$ cat config.mk
export PLATFORM = sky130hd
export DESIGN_NAME = ordered_list_insert_move_to_front
export DESIGN_NICKNAME = d
export VERILOG_FILES = /design/src/olmtf_pkg.sv /design/src/olmtf_ctrl.sv /design/src/olmtf_dp.sv /design/src/ordered_list_insert_move_to_front.sv
export SDC_FILE = /design/constraint.sdc
export NUM_CORES = 1
export LEC_CHECK = 0
export ABC_AREA = 1
export BUFFER_PORTS_ARGS = -buffer_cell sky130_fd_sc_hd__buf_2
export CAP_MARGIN = 20
export CORE_MARGIN = 3
export CORE_UTILIZATION = 40
export CTS_BUF_LIST = sky130_fd_sc_hd__clkbuf_8
export DETAILED_ROUTE_END_ITERATION = 10
export PLACE_DENSITY = 0.58
export SLEW_MARGIN = 20
export SYNTH_ARGS = -nofsm -noshare
export SYNTH_HDL_FRONTEND = slang
export SYNTH_SLANG_ARGS = --single-unit
export TNS_END_PERCENT = 1
$ cat constraint.sdc
create_clock -name i_clk -period 9.3 [get_ports i_clk]
set_clock_uncertainty 0.05 [all_clocks]
set_input_delay 2.325 -clock i_clk [delete_from_list [all_inputs] [get_ports i_clk]]
set_output_delay 2.325 -clock i_clk [all_outputs]
set_load 0.02 [all_outputs]
$ cat src/olmtf_pkg.sv
// ----------------------------------------------------------------------------
// olmtf_pkg
// Shared widths, request and status codes, and the controller/datapath
// command and status bundles of the ordered list block.
// ----------------------------------------------------------------------------
package olmtf_pkg;

    localparam int REQ_W     = 2;
    localparam int POS_W     = 5;
    localparam int KEY_W     = 32;
    localparam int STAT_W    = 2;
    localparam int FPOS_W    = 4;
    localparam int TOTAL_W   = 5;
    localparam int S_TDATA_W = 40;  // position + key, padded to bytes
    localparam int M_TDATA_W = 48;  // found position + read value + total

    // request kinds
    localparam logic [REQ_W-1:0] REQ_INSERT = 2'd0;
    localparam logic [REQ_W-1:0] REQ_SEARCH = 2'd1;
    localparam logic [REQ_W-1:0] REQ_READ   = 2'd2;

    // result status codes
    localparam logic [STAT_W-1:0] ST_OK    = 2'd0;
    localparam logic [STAT_W-1:0] ST_RANGE = 2'd1;
    localparam logic [STAT_W-1:0] ST_FULL  = 2'd2;
    localparam logic [STAT_W-1:0] ST_MISS  = 2'd3;

    // datapath -> controller
    typedef struct packed {
        logic [REQ_W-1:0] req;
        logic             ins_range;   // insert position past the end
        logic             full;
        logic             rd_range;    // read position past the end
        logic             scan_more;   // entries left to read in a search
        logic             hit;         // pending read matches the key
        logic             shift_more;  // entries left to move
        logic             pend;        // a read word is in flight
        logic             out_free;    // output register can take a result
    } t_dp_status;

    // controller -> datapath
    typedef struct packed {
        logic              cap;         // take the request in
        logic              scan_rd;     // read next entry of a search
        logic              mark_hit;    // note the hit, set up the move to front
        logic              shift_start; // set up the insert shift
        logic              shift_rd;    // read next entry to move
        logic              shift_wr;    // write moved entry one place back
        logic              put;         // write the key at the low end
        logic              pos_rd;      // read entry at the request position
        logic              load_out;    // load the result register
        logic [STAT_W-1:0] code;
    } t_dp_cmd;

endpackage

$ cat src/olmtf_ctrl.sv
// ----------------------------------------------------------------------------
// olmtf_ctrl
// Request sequencer: decides each request, runs the search scan, the
// entry shift and the final write, and hands the result to the output.
// ----------------------------------------------------------------------------
module olmtf_ctrl import olmtf_pkg::*; (
    input  logic       i_clk,
    input  logic       i_rst_n,
    input  logic       i_in_valid,
    output logic       o_in_ready,
    input  t_dp_status i_status,
    output t_dp_cmd    o_cmd
);

    localparam logic [2:0] S_IDLE  = 3'd0;
    localparam logic [2:0] S_EVAL  = 3'd1;
    localparam logic [2:0] S_SCAN  = 3'd2;
    localparam logic [2:0] S_SHIFT = 3'd3;
    localparam logic [2:0] S_PUT   = 3'd4;
    localparam logic [2:0] S_DONE  = 3'd5;

    logic [2:0]        r_state, n_state;
    logic [STAT_W-1:0] r_code, n_code;

    always_ff @(posedge i_clk) begin
        if (!i_rst_n) begin
            r_state <= S_IDLE;
            r_code  <= ST_OK;
        end else begin
            r_state <= n_state;
            r_code  <= n_code;
        end
    end

    always_comb begin
        n_state    = r_state;
        n_code     = r_code;
        o_cmd      = '0;
        o_cmd.code = r_code;
        o_in_ready = (r_state == S_IDLE);
        case (r_state)
            S_IDLE: begin
                if (i_in_valid) begin
                    o_cmd.cap = 1'b1;
                    n_state   = S_EVAL;
                end
            end
            S_EVAL: begin
                case (i_status.req)
                    REQ_INSERT: begin
                        if (i_status.ins_range) begin
                            n_code  = ST_RANGE;
                            n_state = S_DONE;
                        end else if (i_status.full) begin
                            n_code  = ST_FULL;
                            n_state = S_DONE;
                        end else begin
                            o_cmd.shift_start = 1'b1;
                            n_code            = ST_OK;
                            n_state           = S_SHIFT;
                        end
                    end
                    REQ_SEARCH: begin
                        n_state = S_SCAN;
                    end
                    REQ_READ: begin
                        if (i_status.rd_range) begin
                            n_code  = ST_RANGE;
                            n_state = S_DONE;
                        end else begin
                            // read word is registered by the time DONE is reached
                            o_cmd.pos_rd = 1'b1;
                            n_code       = ST_OK;
                            n_state      = S_DONE;
                        end
                    end
                    default: begin
                        n_code  = ST_RANGE;
                        n_state = S_DONE;
                    end
                endcase
            end
            S_SCAN: begin
                if (i_status.hit) begin
                    o_cmd.mark_hit = 1'b1;
                    n_code         = ST_OK;
                    n_state        = S_SHIFT;
                end else if (i_status.scan_more) begin
                    o_cmd.scan_rd = 1'b1;
                end else if (!i_status.pend) begin
                    n_code  = ST_MISS;
                    n_state = S_DONE;
                end
            end
            S_SHIFT: begin
                o_cmd.shift_rd = i_status.shift_more;
                o_cmd.shift_wr = i_status.pend;
                if (!i_status.shift_more && !i_status.pend) begin
                    n_state = S_PUT;
                end
            end
            S_PUT: begin
                o_cmd.put = 1'b1;
                n_state   = S_DONE;
            end
            S_DONE: begin
                if (i_status.out_free) begin
                    o_cmd.load_out = 1'b1;
                    n_state        = S_IDLE;
                end
            end
            default: begin
                n_state = S_IDLE;
            end
        endcase
    end

endmodule

$ cat src/olmtf_dp.sv
// ----------------------------------------------------------------------------
// olmtf_dp
// List memory, entry count, scan/shift address counters and the result
// register.
// ----------------------------------------------------------------------------
module olmtf_dp import olmtf_pkg::*; #(
    parameter int DEPTH = 16
) (
    input  logic               i_clk,
    input  logic               i_rst_n,
    input  t_dp_cmd            i_cmd,
    output t_dp_status         o_status,
    input  logic [REQ_W-1:0]   i_req,
    input  logic [POS_W-1:0]   i_pos,
    input  logic [KEY_W-1:0]   i_key,
    input  logic               i_out_ready,
    output logic               o_out_valid,
    output logic [STAT_W-1:0]  o_out_status,
    output logic [FPOS_W-1:0]  o_out_fpos,
    output logic [KEY_W-1:0]   o_out_rval,
    output logic [TOTAL_W-1:0] o_out_total
);

    localparam int AW   = $clog2(DEPTH);
    localparam int CW   = $clog2(DEPTH + 1);
    localparam int CMPW = (CW > POS_W) ? CW : POS_W;
    localparam int HW   = (AW > FPOS_W) ? AW : FPOS_W;
    localparam int TW   = (CW > TOTAL_W) ? CW : TOTAL_W;

    logic [KEY_W-1:0]   mem [DEPTH];

    logic [REQ_W-1:0]   r_req;
    logic [POS_W-1:0]   r_pos;
    logic [KEY_W-1:0]   r_key;
    logic [CW-1:0]      r_cnt;
    logic [CW-1:0]      r_idx;
    logic [CW-1:0]      r_left;
    logic [AW-1:0]      r_lo;
    logic [AW-1:0]      r_hit;
    logic               r_pend;
    logic [AW-1:0]      r_pend_addr;
    logic [KEY_W-1:0]   r_rdata;
    logic               r_ovalid;
    logic [STAT_W-1:0]  r_ostat;
    logic [FPOS_W-1:0]  r_ofpos;
    logic [KEY_W-1:0]   r_orval;
    logic [TOTAL_W-1:0] r_ototal;

    logic [CMPW-1:0]    w_pos_ext;
    logic [CMPW-1:0]    w_cnt_ext;
    logic [CMPW-1:0]    w_ins_left;
    logic [HW-1:0]      w_hit_ext;
    logic [TW-1:0]      w_cnt_tot;
    logic               w_re;
    logic [AW-1:0]      w_raddr;
    logic               w_we;
    logic [AW-1:0]      w_waddr;
    logic [KEY_W-1:0]   w_wdata;

    assign w_pos_ext  = CMPW'(r_pos);
    assign w_cnt_ext  = CMPW'(r_cnt);
    assign w_ins_left = w_cnt_ext - w_pos_ext;
    assign w_hit_ext  = HW'(r_hit);
    assign w_cnt_tot  = TW'(r_cnt);

    assign o_status.req        = r_req;
    assign o_status.ins_range  = (w_pos_ext > w_cnt_ext);
    assign o_status.full       = (r_cnt == CW'(DEPTH));
    assign o_status.rd_range   = (w_pos_ext >= w_cnt_ext);
    assign o_status.scan_more  = (r_idx < r_cnt);
    assign o_status.hit        = r_pend && (r_rdata == r_key);
    assign o_status.shift_more = (r_left != '0);
    assign o_status.pend       = r_pend;
    assign o_status.out_free   = !r_ovalid || i_out_ready;

    // one read and one write port; shift reads idx while writing idx+2
    assign w_re    = i_cmd.scan_rd || i_cmd.shift_rd || i_cmd.pos_rd;
    assign w_raddr = i_cmd.pos_rd ? w_pos_ext[AW-1:0] : r_idx[AW-1:0];
    assign w_we    = i_cmd.shift_wr || i_cmd.put;
    assign w_waddr = i_cmd.put ? r_lo : (r_pend_addr + AW'(1));
    assign w_wdata = i_cmd.put ? r_key : r_rdata;

    always_ff @(posedge i_clk) begin
        if (w_we) begin
            mem[w_waddr] <= w_wdata;
        end
        if (w_re) begin
            r_rdata <= mem[w_raddr];
        end
    end

    // request capture and address counters
    always_ff @(posedge i_clk) begin
        r_pend_addr <= w_raddr;
        if (i_cmd.cap) begin
            r_req <= i_req;
            r_pos <= i_pos;
            r_key <= i_key;
        end
        if (i_cmd.cap) begin
            r_idx <= '0;
        end else if (i_cmd.scan_rd) begin
            r_idx <= r_idx + CW'(1);
        end else if (i_cmd.shift_start) begin
            r_idx <= r_cnt - CW'(1);
        end else if (i_cmd.mark_hit) begin
            r_idx <= CW'(r_pend_addr - AW'(1));
        end else if (i_cmd.shift_rd) begin
            r_idx <= r_idx - CW'(1);
        end
        if (i_cmd.shift_start) begin
            r_left <= w_ins_left[CW-1:0];
            r_lo   <= w_pos_ext[AW-1:0];
        end else if (i_cmd.mark_hit) begin
            r_left <= CW'(r_pend_addr);
            r_lo   <= '0;
        end else if (i_cmd.shift_rd) begin
            r_left <= r_left - CW'(1);
        end
        if (i_cmd.cap) begin
            r_hit <= '0;
        end else if (i_cmd.mark_hit) begin
            r_hit <= r_pend_addr;
        end
        if (i_cmd.load_out) begin
            r_ostat  <= i_cmd.code;
            r_ofpos  <= w_hit_ext[FPOS_W-1:0];
            r_orval  <= (r_req == REQ_READ && i_cmd.code == ST_OK) ? r_rdata : '0;
            r_ototal <= w_cnt_tot[TOTAL_W-1:0];
        end
    end

    always_ff @(posedge i_clk) begin
        if (!i_rst_n) begin
            r_cnt    <= '0;
            r_pend   <= 1'b0;
            r_ovalid <= 1'b0;
        end else begin
            r_pend <= w_re;
            if (i_cmd.put && r_req == REQ_INSERT) begin
                r_cnt <= r_cnt + CW'(1);
            end
            if (i_cmd.load_out) begin
                r_ovalid <= 1'b1;
            end else if (i_out_ready) begin
                r_ovalid <= 1'b0;
            end
        end
    end

    assign o_out_valid  = r_ovalid;
    assign o_out_status = r_ostat;
    assign o_out_fpos   = r_ofpos;
    assign o_out_rval   = r_orval;
    assign o_out_total  = r_ototal;

endmodule

$ cat src/ordered_list_insert_move_to_front.sv
// ----------------------------------------------------------------------------
// ordered_list_insert_move_to_front
// Self-organising list of signed 32-bit values: positional insert,
// move-to-front search and positional read, one result word per request.
// ----------------------------------------------------------------------------
//
// channel  dir  tdata (low bit up)                      tuser
// s_axis   in   position[4:0], key_value[36:5]          req_type[1:0]
// m_axis   out  found_position[3:0], read_value[35:4],  status[1:0]
//               entry_total[40:36]
//
// Order: one request at a time. A read or a refused request goes straight to
// the result; an insert moves the entries from its position to the end one
// place back and then writes the key; a search reads from the front until it
// hits, moves the entries before the hit one place back and writes the key at
// the front, or reports a miss; the memory reads and moves one entry a cycle.
// Reset: i_rst_n, synchronous, active low; empties the list at once.
// Stalls: a finished word sits in the output register while the next
// request is taken; the sequencer waits only if that register is still full.
//
module ordered_list_insert_move_to_front import olmtf_pkg::*; #(
    parameter int DEPTH = 16
) (
    input  logic                 i_clk,
    input  logic                 i_rst_n,
    input  logic                 s_axis_tvalid,
    output logic                 s_axis_tready,
    input  logic [S_TDATA_W-1:0] s_axis_tdata,   // position, key_value
    input  logic [REQ_W-1:0]     s_axis_tuser,   // req_type
    output logic                 m_axis_tvalid,
    input  logic                 m_axis_tready,
    output logic [M_TDATA_W-1:0] m_axis_tdata,   // found_position, read_value, entry_total
    output logic [STAT_W-1:0]    m_axis_tuser    // status
);

    t_dp_cmd            w_cmd;
    t_dp_status         w_stat;
    logic [FPOS_W-1:0]  w_fpos;
    logic [KEY_W-1:0]   w_rval;
    logic [TOTAL_W-1:0] w_total;

    // sequencer
    olmtf_ctrl u_ctrl (
        .i_clk      (i_clk),
        .i_rst_n    (i_rst_n),
        .i_in_valid (s_axis_tvalid),
        .o_in_ready (s_axis_tready),
        .i_status   (w_stat),
        .o_cmd      (w_cmd)
    );

    // list storage and result register
    olmtf_dp #(
        .DEPTH (DEPTH)
    ) u_dp (
        .i_clk        (i_clk),
        .i_rst_n      (i_rst_n),
        .i_cmd        (w_cmd),
        .o_status     (w_stat),
        .i_req        (s_axis_tuser),
        .i_pos        (s_axis_tdata[POS_W-1:0]),
        .i_key        (s_axis_tdata[POS_W+KEY_W-1:POS_W]),
        .i_out_ready  (m_axis_tready),
        .o_out_valid  (m_axis_tvalid),
        .o_out_status (m_axis_tuser),
        .o_out_fpos   (w_fpos),
        .o_out_rval   (w_rval),
        .o_out_total  (w_total)
    );

    assign m_axis_tdata = {{(M_TDATA_W - FPOS_W - KEY_W - TOTAL_W){1'b0}},
                           w_total, w_rval, w_fpos};

    // one request in flight: ready drops after every accepted word
    a_one_req: assert property (@(posedge i_clk) disable iff (!i_rst_n)
        s_axis_tvalid && s_axis_tready |=> !s_axis_tready)
        else $error("second request accepted while one is in flight");

    // shift write and key write share the memory write port
    a_wr_port: assert property (@(posedge i_clk) disable iff (!i_rst_n)
        !(w_cmd.put && w_cmd.shift_wr))
        else $error("write port conflict");

    // never overwrite a result that has not been taken
    a_out_free: assert property (@(posedge i_clk) disable iff (!i_rst_n)
        w_cmd.load_out |-> w_stat.out_free)
        else $error("result register overwritten");

    // a miss reports position zero
    a_miss_pos: assert property (@(posedge i_clk) disable iff (!i_rst_n)
        m_axis_tvalid && (m_axis_tuser == ST_MISS) |-> (w_fpos == '0))
        else $error("miss carries a found position");

endmodule

==> results.json <==
{
  "grt_max_degree": 99,
  "grt_pass1_vias": 17300,
  "numCtsBuffers": 103,
  "setup_viol": 0,
  "fin_cells": 3226,
  "drt-vias-per-instance": 5.53,
  "final-seq-area_sq_um": 19600,
  "clockRootBuffer": "clkbuf_8",
  "drive_gt1_frac": 0.138,
  "whs_path_depth": 0,
  "finalWirelength_mm": 74.1,
  "synth_xor_area_frac": 0.00457,
  "post_drt_wl_per_cell_microns": 23.0,
  "drt_iter0_markers": 1677,
  "die_y_microns": 265,
  "ys_warn_count": 0,
  "muxShareOfSynthArea": 0,
  "htreeDepth": 3,
  "cts_setup_buffers": 0,
  "place.gp.congestion": 0.938,
  "cellLeakagePower_nw": 10.5,
  "grt_overflow": 0,
  "fillerInstances": 5829,
  "antenna_found_initial": 1,
  "synth.distinct_cells": 39,
  "vias": 17800,
  "ys_ff_latch": 660,
  "drc": 0,
  "fin_crit_ps": 4690,
  "hold_end": "u_dp.o_out_fpos[0]$_DFFE_PP_",
  "reg2reg_depth": 14,
  "core_area_sq_um": 66100,
  "io_buffers": 87,
  "rrSetupSlack_ps": 4610,
  "rows": 94,
  "r2r_start": "u_dp.r_pos[2]$_DFFE_PP_",
  "layout_commonest_cell": "edfxtp_1",
  "firstDrtPassIters": 5,
  "post-route-util": 0.459,
  "power.density_nw_per_um2": 225,
  "hold_viol_final": 0,
  "dpl.cell_count": 3035,
  "synth_area_sq_um": 26800,
  "start_util": 0.406,
  "crit_path_end_kind": "flip-flop",
  "r2r_end": "u_dp.r_rdata[22]$_DFFE_PP_",
  "maxSlewViolCount": 0,
  "rsz0062_at_grt": "no",
  "io_pins": 98,
  "hpwlAfterDp_mm": 41.1,
  "required_ps": 9780,
  "grt_pass1_wl_mm": 109,
  "nets": 2339,
  "max_slew.worst_pin.slew_ps": 1060,
  "hp-start": "u_dp.r_hit[0]$_SDFFE_PP0P_",
  "cap_violations": 0,
  "period_share": 0.504,
  "relSlewSlack": 0.294,
  "syn_inst": 2134,
  "synth-edff-count": 635,
  "ir_worst_vdd_mv": 0.110,
  "ant_nets": 0,
  "dieArea_sq_um": 70200,
  "clk_latency_ps": 700,
  "synth_simple_gate_area_frac": 0.108,
  "start_kind": "flip-flop",
  "cts_hold_buf": 0,
  "finalPower_w": 0.00684,
  "worstHoldPathType": "reg -> reg",
  "ys_seq_area_frac": 0.729,
  "setup_tns_ps": 0,
  "clockBufferDepth": 3,
  "multi_input_area_sq_um": 6390,
  "cts_tree": "yes",
  "synth_top_flop_cell": "edfxtp_1",
  "cts.clk_slew.worst_paths_ps": 60,
  "synth_area_per_cell_sq_um": 12.6,
  "cts.sinks": 660,
  "outcome": "complete, no violations",
  "die_x_microns": 265,
  "final_cell_mix": "edfxtp_1 (635), nor2_1 (353), nand2_1 (224)",
  "arrival_ps": 5160,
  "post_cts_resized": 0,
  "max_freq_mhz": 213,
  "synthAdderAreaFrac": 0.00821,
  "path_max_fanout": 77,
  "synth_compound_area_frac": 0.110,
  "area_growth_pct": 13.0,
  "track_usage": 0.209,
  "crit_type": "reg -> reg",
  "synth_top_family_by_area": "compound AO/OA/AOI/OAI gates",
  "async_flop_share": 0
}
==> through the flow <==
step | area (sq um) | setup WS (ps) | hold slack (ps)
2_1_floorplan | 26800 | 4620 | 359
3_3_place_gp | 28400 | 4770 | 377
3_5_place_dp | 28400 | 4650 | 375
4_1_cts | 30300 | 4630 | 387
5_1_grt | 30300 | 4330 | 399
6_report | 30300 | 4610 | 387
==> how the worst max path moves through the flow <==
stage,cells after the start,to,slack [ps],start
2_1_floorplan,2,u_dp.o_out_fpos[0]$_DFFE_PP_,4620,m_axis_tready
3_3_place_gp,14,u_dp.r_rdata[22]$_DFFE_PP_,4770,u_dp.r_pos[2]$_DFFE_PP_
3_5_place_dp,14,u_dp.r_rdata[22]$_DFFE_PP_,4650,u_dp.r_pos[2]$_DFFE_PP_
4_1_cts,14,u_dp.r_rdata[22]$_DFFE_PP_,4630,u_dp.r_pos[2]$_DFFE_PP_
5_1_grt,14,u_dp.r_rdata[22]$_DFFE_PP_,4330,u_dp.r_pos[2]$_DFFE_PP_
6_report,14,u_dp.r_rdata[22]$_DFFE_PP_,4610,u_dp.r_pos[2]$_DFFE_PP_
==> routing by layer <==
metal,vias up,GRT usage,wire [microns]
li1,8114,-,-
met1,8796,0.271,30300
met2,777,0.347,35400
met3,152,0.0392,5880
met4,0,0.0882,2450
met5,-,0,0
==> cells by family after synthesis <==
family                     count (synthesis)
and+or+nand+nor                          716
xor gates and xnor gates                  14
DFF                                      660
adders and majority gates                 17
other                                      1
buffers and inverters                    242
AOI/OAI and AO/OA                        484
==> state kept, by name, indices dropped and copies added (netlist names), 3 cells and up <==
register          cells
u_ctrl.r_state        3
u_dp.mem            512
u_dp.o_out_fpos       4
u_dp.o_out_rval      32
u_dp.o_out_total      5
u_dp.r_cnt            5
u_dp.r_hit            4
u_dp.r_idx            5
u_dp.r_key           32
u_dp.r_left           5
u_dp.r_lo             4
u_dp.r_pend_addr      4
u_dp.r_pos            5
u_dp.r_rdata         32
==> worst max-delay path, stage by stage, from the launching register on <==
cell      delay, ps
edfxtp_1        360
inv_1           220
ha_1            350
a21o_1          210
nand2_1          70
nand3_2         110
nand2_2         120
nor2_4           50
o21ai_4         640
buf_4           760
buf_4           790
o21ai_0         170
o221ai_1        240
nand3_1         110
nand2_1         190
==> power breakdown <==
part,leakage (nW),switching [W],internal (W)
Sequential,5.96,0.0000612,0.00349
Clock,1.09,0.00112,0.00113
Combinational,3.50,0.000773,0.000270
Total,10.5,0.00195,0.00488
==> area by class of cell <==
type                       count  share of cell area
sequential                   660               0.645
multi-input combinational   1238               0.211
clock buffer                 108              0.0490
tap                          864              0.0357
timing repair buffer         154              0.0309
inverter                     119              0.0150
clock inverter                78              0.0128
antenna                        5            0.000413
==> cell usage after synthesis (3+ instances only) <==
cell / instances / area share
edfxtp_1: 635 / 0.71
nor2_1: 371 / 0.052
nand2_1: 224 / 0.031
o21ai_1: 155 / 0.029
o21ai_0: 153 / 0.029
o221ai_1: 131 / 0.043
inv_1: 111 / 0.016
nand3_1: 85 / 0.016
buf_2: 80 / 0.015
a21oi_1: 28 / 0.0052
clkbuf_1: 28 / 0.0039
dfxtp_1: 25 / 0.019
ha_1: 16 / 0.0075
nand4_1: 14 / 0.0033
buf_4: 13 / 0.0036
nor3_1: 9 / 0.0017
xnor2_1: 7 / 0.0023
xor2_1: 7 / 0.0023
a31oi_1: 5 / 0.0012
inv_2: 5 / 0.00070
nand2_2: 4 / 0.00093
clkinv_1: 3 / 0.00042
o22ai_1: 3 / 0.00070
No activity file was read; power rests on OpenSTA's default activity.
